===== src/slsfr_pkg.sv =====
// ============================================================================
// slsfr_pkg - shared types and constants of the frame receiver
// Payload structs, result kinds, opcodes, register map and sizing.
// ============================================================================
package slsfr_pkg;

    localparam int MAX_FRAME = 64;
    localparam int ADDR_W    = $clog2(MAX_FRAME);
    localparam int CNT_W     = $clog2(MAX_FRAME + 1);
    localparam int LEN_W     = 9;

    localparam logic [7:0] SYNC_BYTE      = 8'h55;
    localparam logic [7:0] FRAME_OVERHEAD = 8'd4;
    localparam logic [15:0] TIMEOUT_RESET = 16'd100;

    localparam logic OP_BYTE = 1'b0;
    localparam logic OP_TICK = 1'b1;

    localparam logic [1:0] KIND_BYTE     = 2'd0;
    localparam logic [1:0] KIND_CHECKSUM = 2'd1;
    localparam logic [1:0] KIND_OVERFLOW = 2'd2;
    localparam logic [1:0] KIND_TIMEOUT  = 2'd3;

    localparam logic REG_TIMEOUT = 1'b0;

    typedef struct packed {
        logic       opcode;
        logic [7:0] rx_byte;
    } evt_t;

    typedef struct packed {
        logic [1:0] kind;
        logic [7:0] data_byte;
        logic [5:0] byte_index;
        logic       last;
    } res_t;

endpackage


===== src/sync_length_sum_frame_receiver.sv =====
// ============================================================================
// sync_length_sum_frame_receiver - length-byte, sum-8 serial frame deframer
// Timing: an error result appears on the output in the cycle after its input
// transfer; a good frame goes from its checksum byte through the read state,
// the store's read register and the output register, one byte per cycle while
// the output is not stalled. Throughput: one input transfer per cycle while
// filling with output free; input is held off until a good frame is read out.
// Reset: no frame open, idle count zero, timeout register 100.
// ============================================================================
module sync_length_sum_frame_receiver
    import slsfr_pkg::*;
(
    input  logic        clk,
    input  logic        rst_n,
    input  logic        evt_valid,
    output logic        evt_stall,
    input  evt_t        evt,
    output logic        res_valid,
    input  logic        res_stall,
    output res_t        res,
    input  logic        psel,
    input  logic        penable,
    input  logic        pwrite,
    input  logic [2:0]  paddr,
    input  logic [31:0] pwdata,
    output logic [31:0] prdata,
    output logic        pready
);

    localparam logic ST_IDLE = 1'b0;
    localparam logic ST_READ = 1'b1;

    logic             state_reg, state_next;
    logic [CNT_W-1:0] count_reg, count_next;
    logic [7:0]       sum_reg, sum_next;
    logic [7:0]       len_reg, len_next;
    logic [15:0]      idle_reg, idle_next;
    logic [15:0]      timeout_reg;
    logic [CNT_W-1:0] n_reg, n_next;
    logic [CNT_W-1:0] rd_ptr_reg, rd_ptr_next;
    logic             pend_reg, pend_next;
    logic [CNT_W-1:0] pend_idx_reg, pend_idx_next;
    logic             out_valid_reg, out_valid_next;
    res_t             out_reg, out_next;

    logic             evt_fire;
    logic             out_free;
    logic             err_fire;
    logic [1:0]       err_kind;
    logic             mem_we;
    logic             mem_re;
    logic [7:0]       mem_rdata;
    logic [CNT_W-1:0] count_inc;
    logic [15:0]      idle_inc;
    logic [LEN_W-1:0] need;

    assign pready    = 1'b1;
    assign prdata    = (paddr[2] == REG_TIMEOUT) ? {16'd0, timeout_reg} : 32'd0;
    assign out_free  = !out_valid_reg || !res_stall;
    assign evt_stall = (state_reg != ST_IDLE) || !out_free;
    assign evt_fire  = evt_valid && !evt_stall;
    assign res_valid = out_valid_reg;
    assign res       = out_reg;

    assign count_inc = count_reg + CNT_W'(1);
    assign idle_inc  = (idle_reg == 16'hFFFF) ? idle_reg : idle_reg + 16'd1;
    assign need      = LEN_W'(len_reg) + LEN_W'(FRAME_OVERHEAD);
    assign mem_re    = (state_reg == ST_READ) && (rd_ptr_reg < n_reg)
                       && (!pend_reg || out_free);

    always_ff @(posedge clk or negedge rst_n)
    begin
        if (!rst_n)
        begin
            timeout_reg <= TIMEOUT_RESET;
        end
        else if (psel && penable && pwrite && pready && paddr[2] == REG_TIMEOUT)
        begin
            timeout_reg <= pwdata[15:0];
        end
    end

    always_comb
    begin
        state_next    = state_reg;
        count_next    = count_reg;
        sum_next      = sum_reg;
        len_next      = len_reg;
        idle_next     = idle_reg;
        n_next        = n_reg;
        rd_ptr_next   = rd_ptr_reg;
        mem_we        = 1'b0;
        err_fire      = 1'b0;
        err_kind      = KIND_TIMEOUT;

        unique case (state_reg)
            ST_IDLE:
            begin
                if (evt_fire)
                begin
                    if (evt.opcode == OP_TICK)
                    begin
                        idle_next = idle_inc;
                        if (idle_inc > timeout_reg && count_reg != '0)
                        begin
                            count_next = '0;
                            sum_next   = '0;
                            err_fire   = 1'b1;
                            err_kind   = KIND_TIMEOUT;
                        end
                    end
                    else
                    begin
                        idle_next = '0;
                        if (count_reg == '0 && evt.rx_byte != SYNC_BYTE)
                        begin
                            count_next = count_reg;
                        end
                        else if (count_reg >= CNT_W'(MAX_FRAME))
                        begin
                            count_next = '0;
                            sum_next   = '0;
                            err_fire   = 1'b1;
                            err_kind   = KIND_OVERFLOW;
                        end
                        else
                        begin
                            mem_we     = 1'b1;
                            count_next = count_inc;
                            if (count_reg == CNT_W'(2))
                            begin
                                len_next = evt.rx_byte;
                            end
                            if (count_inc >= CNT_W'(FRAME_OVERHEAD)
                                && LEN_W'(count_inc) >= need)
                            begin
                                count_next = '0;
                                sum_next   = '0;
                                if (sum_reg == evt.rx_byte)
                                begin
                                    state_next  = ST_READ;
                                    n_next      = count_inc;
                                    rd_ptr_next = '0;
                                end
                                else
                                begin
                                    err_fire = 1'b1;
                                    err_kind = KIND_CHECKSUM;
                                end
                            end
                            else
                            begin
                                sum_next = sum_reg + evt.rx_byte;
                            end
                        end
                    end
                end
            end
            ST_READ:
            begin
                if (mem_re)
                begin
                    rd_ptr_next = rd_ptr_reg + CNT_W'(1);
                end
                if (rd_ptr_reg == n_reg && !pend_reg)
                begin
                    state_next = ST_IDLE;
                end
            end
            default:
            begin
                state_next = ST_IDLE;
            end
        endcase
    end

    always_comb
    begin
        pend_next      = mem_re || (pend_reg && !out_free);
        pend_idx_next  = mem_re ? rd_ptr_reg : pend_idx_reg;
        out_valid_next = out_valid_reg;
        out_next       = out_reg;
        if (out_free)
        begin
            out_valid_next = pend_reg || err_fire;
            if (pend_reg)
            begin
                out_next.kind       = KIND_BYTE;
                out_next.data_byte  = mem_rdata;
                out_next.byte_index = pend_idx_reg[ADDR_W-1:0];
                out_next.last       = (pend_idx_reg + CNT_W'(1)) == n_reg;
            end
            else
            begin
                out_next.kind       = err_kind;
                out_next.data_byte  = '0;
                out_next.byte_index = '0;
                out_next.last       = 1'b1;
            end
        end
    end

    always_ff @(posedge clk or negedge rst_n)
    begin
        if (!rst_n)
        begin
            state_reg     <= ST_IDLE;
            count_reg     <= '0;
            sum_reg       <= '0;
            idle_reg      <= '0;
            rd_ptr_reg    <= '0;
            n_reg         <= '0;
            pend_reg      <= 1'b0;
            out_valid_reg <= 1'b0;
        end
        else
        begin
            state_reg     <= state_next;
            count_reg     <= count_next;
            sum_reg       <= sum_next;
            idle_reg      <= idle_next;
            rd_ptr_reg    <= rd_ptr_next;
            n_reg         <= n_next;
            pend_reg      <= pend_next;
            out_valid_reg <= out_valid_next;
        end
    end

    always_ff @(posedge clk)
    begin
        len_reg      <= len_next;
        pend_idx_reg <= pend_idx_next;
        out_reg      <= out_next;
    end

    slsfr_frame_mem u_mem (
        .clk   (clk),
        .we    (mem_we),
        .waddr (count_reg[ADDR_W-1:0]),
        .wdata (evt.rx_byte),
        .re    (mem_re),
        .raddr (rd_ptr_reg[ADDR_W-1:0]),
        .rdata (mem_rdata)
    );

endmodule


===== src/slsfr_frame_mem.sv =====
// ============================================================================
// slsfr_frame_mem - frame byte store
// One write port and one read port; read data registered, held when idle.
// ============================================================================
module slsfr_frame_mem
    import slsfr_pkg::*;
(
    input  logic              clk,
    input  logic              we,
    input  logic [ADDR_W-1:0] waddr,
    input  logic [7:0]        wdata,
    input  logic              re,
    input  logic [ADDR_W-1:0] raddr,
    output logic [7:0]        rdata
);

    logic [7:0] mem [MAX_FRAME];
    logic [7:0] rdata_reg;

    always_ff @(posedge clk)
    begin
        if (we)
        begin
            mem[waddr] <= wdata;
        end
    end

    always_ff @(posedge clk)
    begin
        if (re)
        begin
            rdata_reg <= mem[raddr];
        end
    end

    assign rdata = rdata_reg;

endmodule


===== config.mk =====
export PLATFORM = sky130hd
export DESIGN_NAME = sync_length_sum_frame_receiver
export DESIGN_NICKNAME = d
export VERILOG_FILES = /design/src/slsfr_pkg.sv /design/src/sync_length_sum_frame_receiver.sv /design/src/slsfr_frame_mem.sv
export SDC_FILE = /design/constraint.sdc
export NUM_CORES = 1
export LEC_CHECK = 0
export CORE_UTILIZATION = 57
export CTS_CLUSTER_SIZE = 24
export DETAILED_ROUTE_END_ITERATION = 7
export DONT_BUFFER_PORTS = 1
export PLACE_DENSITY_LB_ADDON = 0.3
export SETUP_SLACK_MARGIN = 0.05
export SLEW_MARGIN = 20
export SYNTH_ARGS = -nofsm -noshare
export SYNTH_HDL_FRONTEND = slang
export SYNTH_HIERARCHICAL = 1
export SYNTH_SLANG_ARGS = --single-unit

===== constraint.sdc =====
create_clock -name clk -period 3.45 [get_ports clk]
set_input_delay 0.69 -clock clk [delete_from_list [all_inputs] [get_ports clk]]
set_output_delay 0.69 -clock clk [all_outputs]
set_load 0.03 [all_outputs]

==> results of run 1 <==
==> final timing paths <==
path	startpoint	endpoint	cells after the start
min in group asynchronous	rst_n	n_reg[2]	2
max	count_reg[0]	u_mem/mem[56][2]	9
max in group asynchronous	rst_n	timeout_reg[2]	2
max reg2reg	count_reg[0]	u_mem/mem[56][2]	9
min reg2reg	sum_reg[2]	sum_reg[2]	2
min	evt[2]	u_mem/mem[13][2]	0
==> cells in the final DEF (no fill, tap or decap), types with 6 or more instances in the layout <==
master,instances
and2_1,18
clkinv_2,9
inv_1,41
mux2i_1,24
nand2_1,70
nand2b_1,9
clkbuf_16,60
mux4_2,126
dfrtp_1,56
conb_1,17
o21ai_0,24
nand3_1,33
a21oi_1,33
mux2_2,36
nand4_1,9
buf_12,7
xnor2_1,19
o211ai_1,7
clkinv_1,12
nor2_2,7
nor2_1,117
a21o_1,6
o22ai_1,8
a22o_1,14
o221ai_1,8
clkbuf_1,20
xor2_1,15
buf_4,74
o31ai_1,11
ha_1,42
nor2b_1,18
a221oi_1,6
edfxtp_1,552
nor3_1,15
==> cell type report <==
type / count / area (µm²) / share of cell area (%)
Clock buffer: 79 / 1551 / 5.300
Clock inverter: 28 / 265.3 / 0.9061
Inverter: 41 / 153.9 / 0.5257
Multi-Input combinational cell: 806 / 7550 / 25.79
Sequential cell: 616 / 18200 / 62.15
Tap cell: 600 / 750.7 / 2.564
Timing Repair Buffer: 87 / 808.3 / 2.761
==> metal layers <==
layer	wire (µm)	global-route usage [%]
met2	26920	37.67
met4	1235	7.582
met5	0	0
met1	23730	35.66
met3	4419	4.505
==> power breakdown <==
| part | internal, mW | leakage [nW] | switching [mW] |
|---|---|---|---|
| logic | 0.559 | 3.37 | 0.804 |
| registers | 8.32 | 5.76 | 0.151 |
| clock network | 3.45 | 0.884 | 2.64 |
| total | 12.3 | 10.0 | 3.59 |
==> what timing repair did <==
action / in CTS / in global routing
endpoints found under the hold margin: 64 / 0
gates resized for setup: 5 / 30
pin swaps: 6 / 22
setup buffers: 6 / 12
hold buffers: 2 / 0
setup endpoints to repair: 5 / 122
gates cloned: 2 / 1
==> through the flow <==
step           instance area, µm²  setup slack, ps  hold WS, ps  instances  power [mW]
3_5_place_dp                27070           -56.73        396.1       2127       9.811
4_1_cts                     29030            51.12        132.1       2244       15.94
5_1_grt                     29270           -76.38        133.0       2257       16.47
2_1_floorplan               26290            221.1        394.4       1553       9.476
3_3_place_gp                27060            18.59        395.7       2127       9.766
6_report                    29270            119.6        156.4       2257       15.92
==> cells by family (layout without fill, tap and decap cells) <==
logic type                 count (synthesis)  after routing  share of synthesized area, %
DFF                                      616            616                         69.32
and+or+nand+nor                          349            349                         6.593
muxes                                    188            188                         13.37
AOI/OAI and AO/OA                        172            172                         4.661
buffers and inverters                    131            235                         2.690
adders and majority gates                 45             45                         2.175
xor gates and xnor gates                  35             35                         1.169
other                                      2             17                       0.02863
==> results.toml, run 1 <==
[synthesis]
synth_warnings = 6
ys_ff_latch = 616
synthesis.area_um2 = 26230
synth_most_common_cell = "edfxtp_1"
synthFlopType = "edfxtp_1"
syn_inst = 1538
avgSynthCellArea_um2 = 17.05
synthTopCellsByCount = "edfxtp_1, mux4_2, nor2_1, nand2_1, dfrtp_1"
synth_top_cell_by_area = "edfxtp_1"
synth_top_area_share_pct = 63.20
synth.area.top_cells = "edfxtp_1, mux4_2, dfrtp_1, ha_1, nor2_1"
ys_types = 82
async_flop_share_pct = 10.39
ys_seq_area_share_pct = 69.32
synth_edf_count = 552

[floorplan]
die_area_um2 = 46880
die_height_um = 216.5
initial_utilization_pct = 57.80
die_x_um = 216.5
rows = 78
ios = 103
coreArea_um2 = 45380

[worst_setup_path]
crit_arrival_ps = 3560
crit_path_max_incr_delay_ps = 880
crit_family = "simple AND/OR/NAND/NOR gates"
critPathSlowestCell = "nor2_1"
crit_buf_inv = 2
cp_data_required_time_ps = 3680
r2r_setup_slack_ps = 120
worstPathMaxFanout = 8
crit_type = "reg -> reg"
cp-end-kind = "flip-flop"
cp_cell_sequence = "inv_1 -> ha_1 -> nand3_1 -> a21oi_1 -> nor3_1 -> buf_4 -> nor2b_1 -> nand2_1 -> nor2_1"
cp-start-kind = "flip-flop"

[timing]
rsz0062_at_grt = "yes"
setup_violations = 0
finalMaxSlewViolations = 0
fmax_mhz = 300.3
fin_crit_sh_pct = 96.53
fin_skew_ps = 36.41
hold_viol = 0
min_period_ps = 3330
finalSetupTns_ps = 0
worst_pin_slew_ps = 976.0
maxSlewHeadroom_pct = 34.69

[drt]
drt_iter0_markers = 1389
finalWirelength_um = 56310
drt_first_pass_iters = 5
num_vias = 14200
antenna_left = 0
remaining_drc_errors = 0
vias_per_cell = 6.292
avgRoutedWirePerCell_um = 24.95

[finish]
regMostFlops = "u_mem/mem"
finalNetCount = 1706
antenna_cells = 0
fillerInstances = 3038
utilization_pct = 64.51
area_delta_synth_final_pct = 11.61
largest_reg_flops = 512
drive_above_1_share_pct = 22.57

[power_and_ir_drop]
ir_drop_mv = 0.3951
leakage_nw = 10.02
pwr_density_cell_nw_per_um2 = 543.8

[global_routing]
overflow = 0
antenna_found_initial = 0
grt.total_usage_pct = 24.40
grt_pass1_vias = 13940
grt_start_max_net_pins = 69
grt_pass1_wl_um = 85000

[clocking]
clock-sinks = 616
root_buffer = "clkbuf_16"
cts_max_path_buffers = 3
insertion_delay_ps = 630
cts_max_level = 2
cts_tree = "done"
cts_buffers = 58
path_clk_slew_ps = 60

[run_status]
status = "completed"

[hold_path]
hold_class = "in -> reg"

[place]
hpwl_um = 35120
place_congestion = 0.8404
port_buffers = 0

[job]
max_cap_viol_count = 0
Power figures use the tool's default switching activity.
==> run 2, diff against run 1 <==
RECOVER_POWER = 100   (was not set)
==> run 2 against run 1 <==
The flow now finishes with violations (capacitance limit, slew limit). Die area stayed put. Maximum frequency is 1.8% lower. Non-clock buffer count stayed put. Setup slack worse by 62 ps. Core utilization is 0.25 points lower. Final cell count stayed put. Sequential cell count stayed put. Sequential share of layout area is 0.22 points higher. Critical path depth is 3 lower. Critical endpoint is now u_mem/rdata[2]. Largest power group unchanged. Highest routed layer unchanged.
==> results.toml, run 2 (synthesis gave the netlist of run 1 again) <==
[drt]
antenna_left = 0
vias_per_cell = 6.304
topRoutingLayerUsed = "met4"
finalWirelength_um = 56300
wl_met1_um = 23650
remaining_drc_errors = 0
num_vias = 14230
drt_iter0_markers = 1540
wl_met3_um = 4596
route.met2.wl_um = 26820
avgRoutedWirePerCell_um = 24.95
drt_first_pass_iters = 6

[finish]
area_delta_synth_final_pct = 11.17
final_common_cell = "edfxtp_1"
antenna_cells = 0
fin_area_um2 = 29160
final_cell_mix = "edfxtp_1, mux4_2, nor2_1"
drive_above_1_share_pct = 21.00
finalNetCount = 1706
regMostFlops = "u_mem/mem"
largest_reg_flops = 512

[timing]
fmax_mhz = 294.8
finalMaxSlewViolations = 65
fin_skew_ps = 38.86
rsz0062_at_grt = "yes"
worst_pin_slew_ps = 1649
min_period_ps = 3392
fin_crit_sh_pct = 98.32
setup_violations = 0
maxSlewHeadroom_pct = -9.919
hold_viol = 0

[clocking]
cts_max_level = 2
root_buffer = "clkbuf_16"
cts_buffers = 58
cts_max_path_buffers = 3
clock-sinks = 616
insertion_delay_ps = 630
path_clk_slew_ps = 60
cts_tree = "done"

[global_routing]
grt_pass1_wl_um = 85000
antenna_found_initial = 0
grt.total_usage_pct = 24.40
overflow = 0
grt_pass1_vias = 13940
grt_start_max_net_pins = 69

[floorplan]
ios = 103
initial_utilization_pct = 57.80
die_height_um = 216.5
rows = 78
die_area_um2 = 46880
die_x_um = 216.5
coreArea_um2 = 45380

[place]
placed_area_um2 = 27070
hpwl_um = 35120
place_congestion = 0.8404
port_buffers = 0

[hold_path]
min_delay_path_depth = 0
hold_class = "in -> reg"

[worst_setup_path]
crit_path_max_incr_delay_ps = 1250
crit_arrival_ps = 3730
crit_type = "reg -> reg"
cp_cell_sequence = "clkbuf_4 -> mux4_2 -> mux2_1 -> o22ai_1 -> nand2_1 -> o2bb2ai_1"
critPathSlowestCell = "dfrtp_1"
cp_data_required_time_ps = 3790
cp-end-kind = "flip-flop"
worstPathMaxFanout = 27
cp-start-kind = "flip-flop"
r2r_setup_slack_ps = 60
r2r_cells = 6

[power_and_ir_drop]
switching_share_pct = 22.58
ir_drop_mv = 0.3969
combPwrFrac_pct = 8.5
leakage_nw = 9.943
p_seq_share_pct = 53.3
p_switching_mw = 3.590
pwr_density_cell_nw_per_um2 = 545.4
totalPowerFinal_mw = 15.90
pwr-share-clk_pct = 38.3
internal_power_mw = 12.31

[run_status]
violations = "capacitance limit, slew limit"
status = "finished with violations"

[job]
max_cap_viol_count = 1
==> run 2: metrics by stage <==
step,worst slack [ps],hold WS [ps],util (%),std cells,setup TNS [ps]
after global routing,-76.38,133.0,64.25,2257,-1955
after CTS,51.12,132.1,63.98,2244,0
final,57.91,154.0,64.25,2257,0
after global placement,18.59,395.7,59.64,2127,0
after floorplan,221.1,394.4,-,1553,0
after detailed placement,-56.73,396.1,59.65,2127,-447.2
==> run 2: power groups by stage <==
stage                     clock (mW)  combinational [mW]  sequential, mW
after CTS                       6.20                1.27            8.47
after detailed placement           0                1.19            8.62
after global routing            6.48                1.49            8.49
after global placement             0                1.16            8.61
final                           6.09                1.34            8.47
after floorplan                    0               0.863            8.61
==> run 2: critical path, delay by kind of cell (launching register included) <==
kind            cells  cell delay (ps)
compound gates      2              480
buf+inv             1              520
flops               1             1250
mux                 2              670
simple gates        1              170
==> run 2: worst paths after layout <==
check                               from                to
min                               evt[2]  u_mem/mem[13][2]
max in group asynchronous          rst_n     rd_ptr_reg[1]
min reg2reg                   sum_reg[2]        sum_reg[2]
min in group asynchronous          rst_n          n_reg[2]
max                        rd_ptr_reg[2]    u_mem/rdata[2]
max reg2reg                rd_ptr_reg[2]    u_mem/rdata[2]
==> run 2: final cells by class <==
class | count | area, µm²
inverter | 41 | 153.9
timing repair buffer | 87 | 728.2
clock buffer | 79 | 1551
sequential | 616 | 18190
fill | 3070 | 16220
clock inverter | 28 | 265.3
multi-input combinational | 806 | 7523
tap | 600 | 750.7
==> run 2: per-layer routing <==
| layer | vias to the layer above | GRT usage, % |
|---|---|---|
| li1 | 6184 | - |
| met1 | 7307 | 35.66 |
| met2 | 657 | 37.67 |
| met3 | 79 | 4.505 |
| met4 | 0 | 7.582 |
| met5 | - | 0 |
==> run 2: repair_timing <==
action	CTS	global route
endpoints found under the setup margin	5	122
pin swaps	6	22
gates resized for setup	5	30
endpoints found under the hold margin	64	0
setup buffers	6	12
hold buffers	2	0
cloned	2	1
==> run 3, diff against run 2 <==
CORE_UTILIZATION = 30   (was 57)
==> run 3 against run 2 <==
The run still ends with capacitance limit, slew limit left. Combinational power about the same. Maximum frequency increased by 3.1%. Count of clock-buffer cells in the layout increased by 12. Sequential cell count unchanged.
==> results.toml, run 3 (synthesis gave the netlist of run 1 again) <==
[clocking]
root_buffer = "clkbuf_16"
path_clk_slew_ps = 60
cts_buffers = 69
insertion_delay_ps = 620
cts_max_level = 3
cts_max_path_buffers = 3
clock-sinks = 616
cts_tree = "done"

[drt]
num_vias = 13930
finalWirelength_um = 61110
drt_first_pass_iters = 5
remaining_drc_errors = 0
antenna_left = 0
avgRoutedWirePerCell_um = 21.56
drt_iter0_markers = 957
vias_per_cell = 4.914

[timing]
rsz0062_at_grt = "yes"
finalMaxSlewViolations = 65
fin_skew_ps = 34.49
setup_violations = 0
fmax_mhz = 303.8
setup_ws_ps = 158.4
fin_crit_sh_pct = 95.41
hold_viol = 0
finalSetupTns_ps = 0
min_period_ps = 3292
maxSlewHeadroom_pct = -15.35
worst_pin_slew_ps = 1730

[finish]
final_cell_mix = "edfxtp_1, mux4_2, nor2_1"
fin_area_um2 = 30250
drive_above_1_share_pct = 22.26
area_delta_synth_final_pct = 15.31
largest_reg_flops = 512
antenna_cells = 0
finalNetCount = 1722
seq_area_um2 = 18190
multiInputGateArea_um2 = 7502
fillerInstances = 8150
regMostFlops = "u_mem/mem"
final_common_cell = "edfxtp_1"
stdcell_count = 2835

[power_and_ir_drop]
ir_drop_mv = 0.2822
p_seq_share_pct = 49.8
pwr_density_cell_nw_per_um2 = 562.7
totalPowerFinal_mw = 17.02
pwr-share-clk_pct = 42.5
leakage_nw = 10.12
switching_share_pct = 23.26
internal_power_mw = 13.06
p_switching_mw = 3.959
combPwrFrac_pct = 7.7

[worst_setup_path]
cp_data_required_time_ps = 3950
cp-end-kind = "flip-flop"
crit_type = "reg -> reg"
worstPathMaxFanout = 6
crit_arrival_ps = 3790
cp-start-kind = "flip-flop"

[run_status]
status = "finished with violations"
violations = "capacitance limit, slew limit"

[floorplan]
die_area_um2 = 88620
die_x_um = 297.7
ios = 103
initial_utilization_pct = 30.28
die_height_um = 297.7
rows = 108
coreArea_um2 = 86620

[global_routing]
grt.total_usage_pct = 13.77
overflow = 0
antenna_found_initial = 1
grt_start_max_net_pins = 69
grt_pass1_vias = 14430
grt_pass1_wl_um = 91650

[place]
place_congestion = 0.7913
place_ws_ps = 124.1
hpwl_um = 38220
dp.cells = 2697
port_buffers = 0
placed_area_um2 = 27900

[job]
max_cap_viol_count = 1

[hold_path]
hold_class = "in -> reg"
## run 3: repair_timing
item,CTS,global route
hold endpoints to repair,64,0
buffers inserted,0,10
gates resized for setup,0,28
hold buffers,2,0
setup endpoints to repair,0,20
## run 3: power by group through the flow
stage               sequential [mW]  clock [mW]  combinational, mW
floorplan                      8.61           0              0.863
global placement               8.62           0               1.17
detailed placement             8.63           0               1.20
CTS                            8.47        7.45               1.23
global route                   8.49        7.72               1.44
finish                         8.48        7.23               1.31
## run 3: per-stage QoR
stage / util (%) / hold WS (ps)
6_report: 34.92 / 167.4
4_1_cts: 34.85 / 131.6
3_3_place_gp: 32.21 / 396.4
5_1_grt: 34.92 / 134.3
2_1_floorplan: - / 394.4
3_5_place_dp: 32.21 / 396.4
## run 3: layout make-up
class / count / share of cell area, %
clock buffers: 91 / 6.147
clock inverters: 34 / 1.303
inverters: 41 / 0.5088
multi-input cells: 806 / 24.80
flip-flops and latches: 616 / 60.15
well taps: 1155 / 4.778
repair buffers: 92 / 2.312
## run 3: path summary, 6_finish.rpt
check,startpoint,endpoint,slack (ps),cells after the start
max in group asynchronous,rst_n,rd_ptr_reg[1],1100,2
min reg2reg,sum_reg[2],sum_reg[2],500,2
max reg2reg,idle_reg[1],count_reg[0],160,16
min,evt[4],u_mem/mem[40][4],170,0
min in group asynchronous,rst_n,idle_reg[9],1110,2
max,idle_reg[1],count_reg[0],160,16
## run 3: worst max-delay path: stages, from the launching register on
cell and delay, ps:
dfrtp_1 390, ha_4 160, nand2_2 80, nor4_4 300, nand2_2 150, nand2_4 120
nor2_1 80, xor2_1 150, ha_1 340, a21oi_2 140, o21ai_1 70, a221oi_1 260
o211ai_1 220, a21oi_2 240, buf_6 150, nor2_4 60, mux2_2 260
## run 3: routing by layer
layer	track usage, %	routed length, µm
met2	22.67	29740
met4	3.940	1113
met1	18.39	26780
met3	2.771	3479
met5	0	0
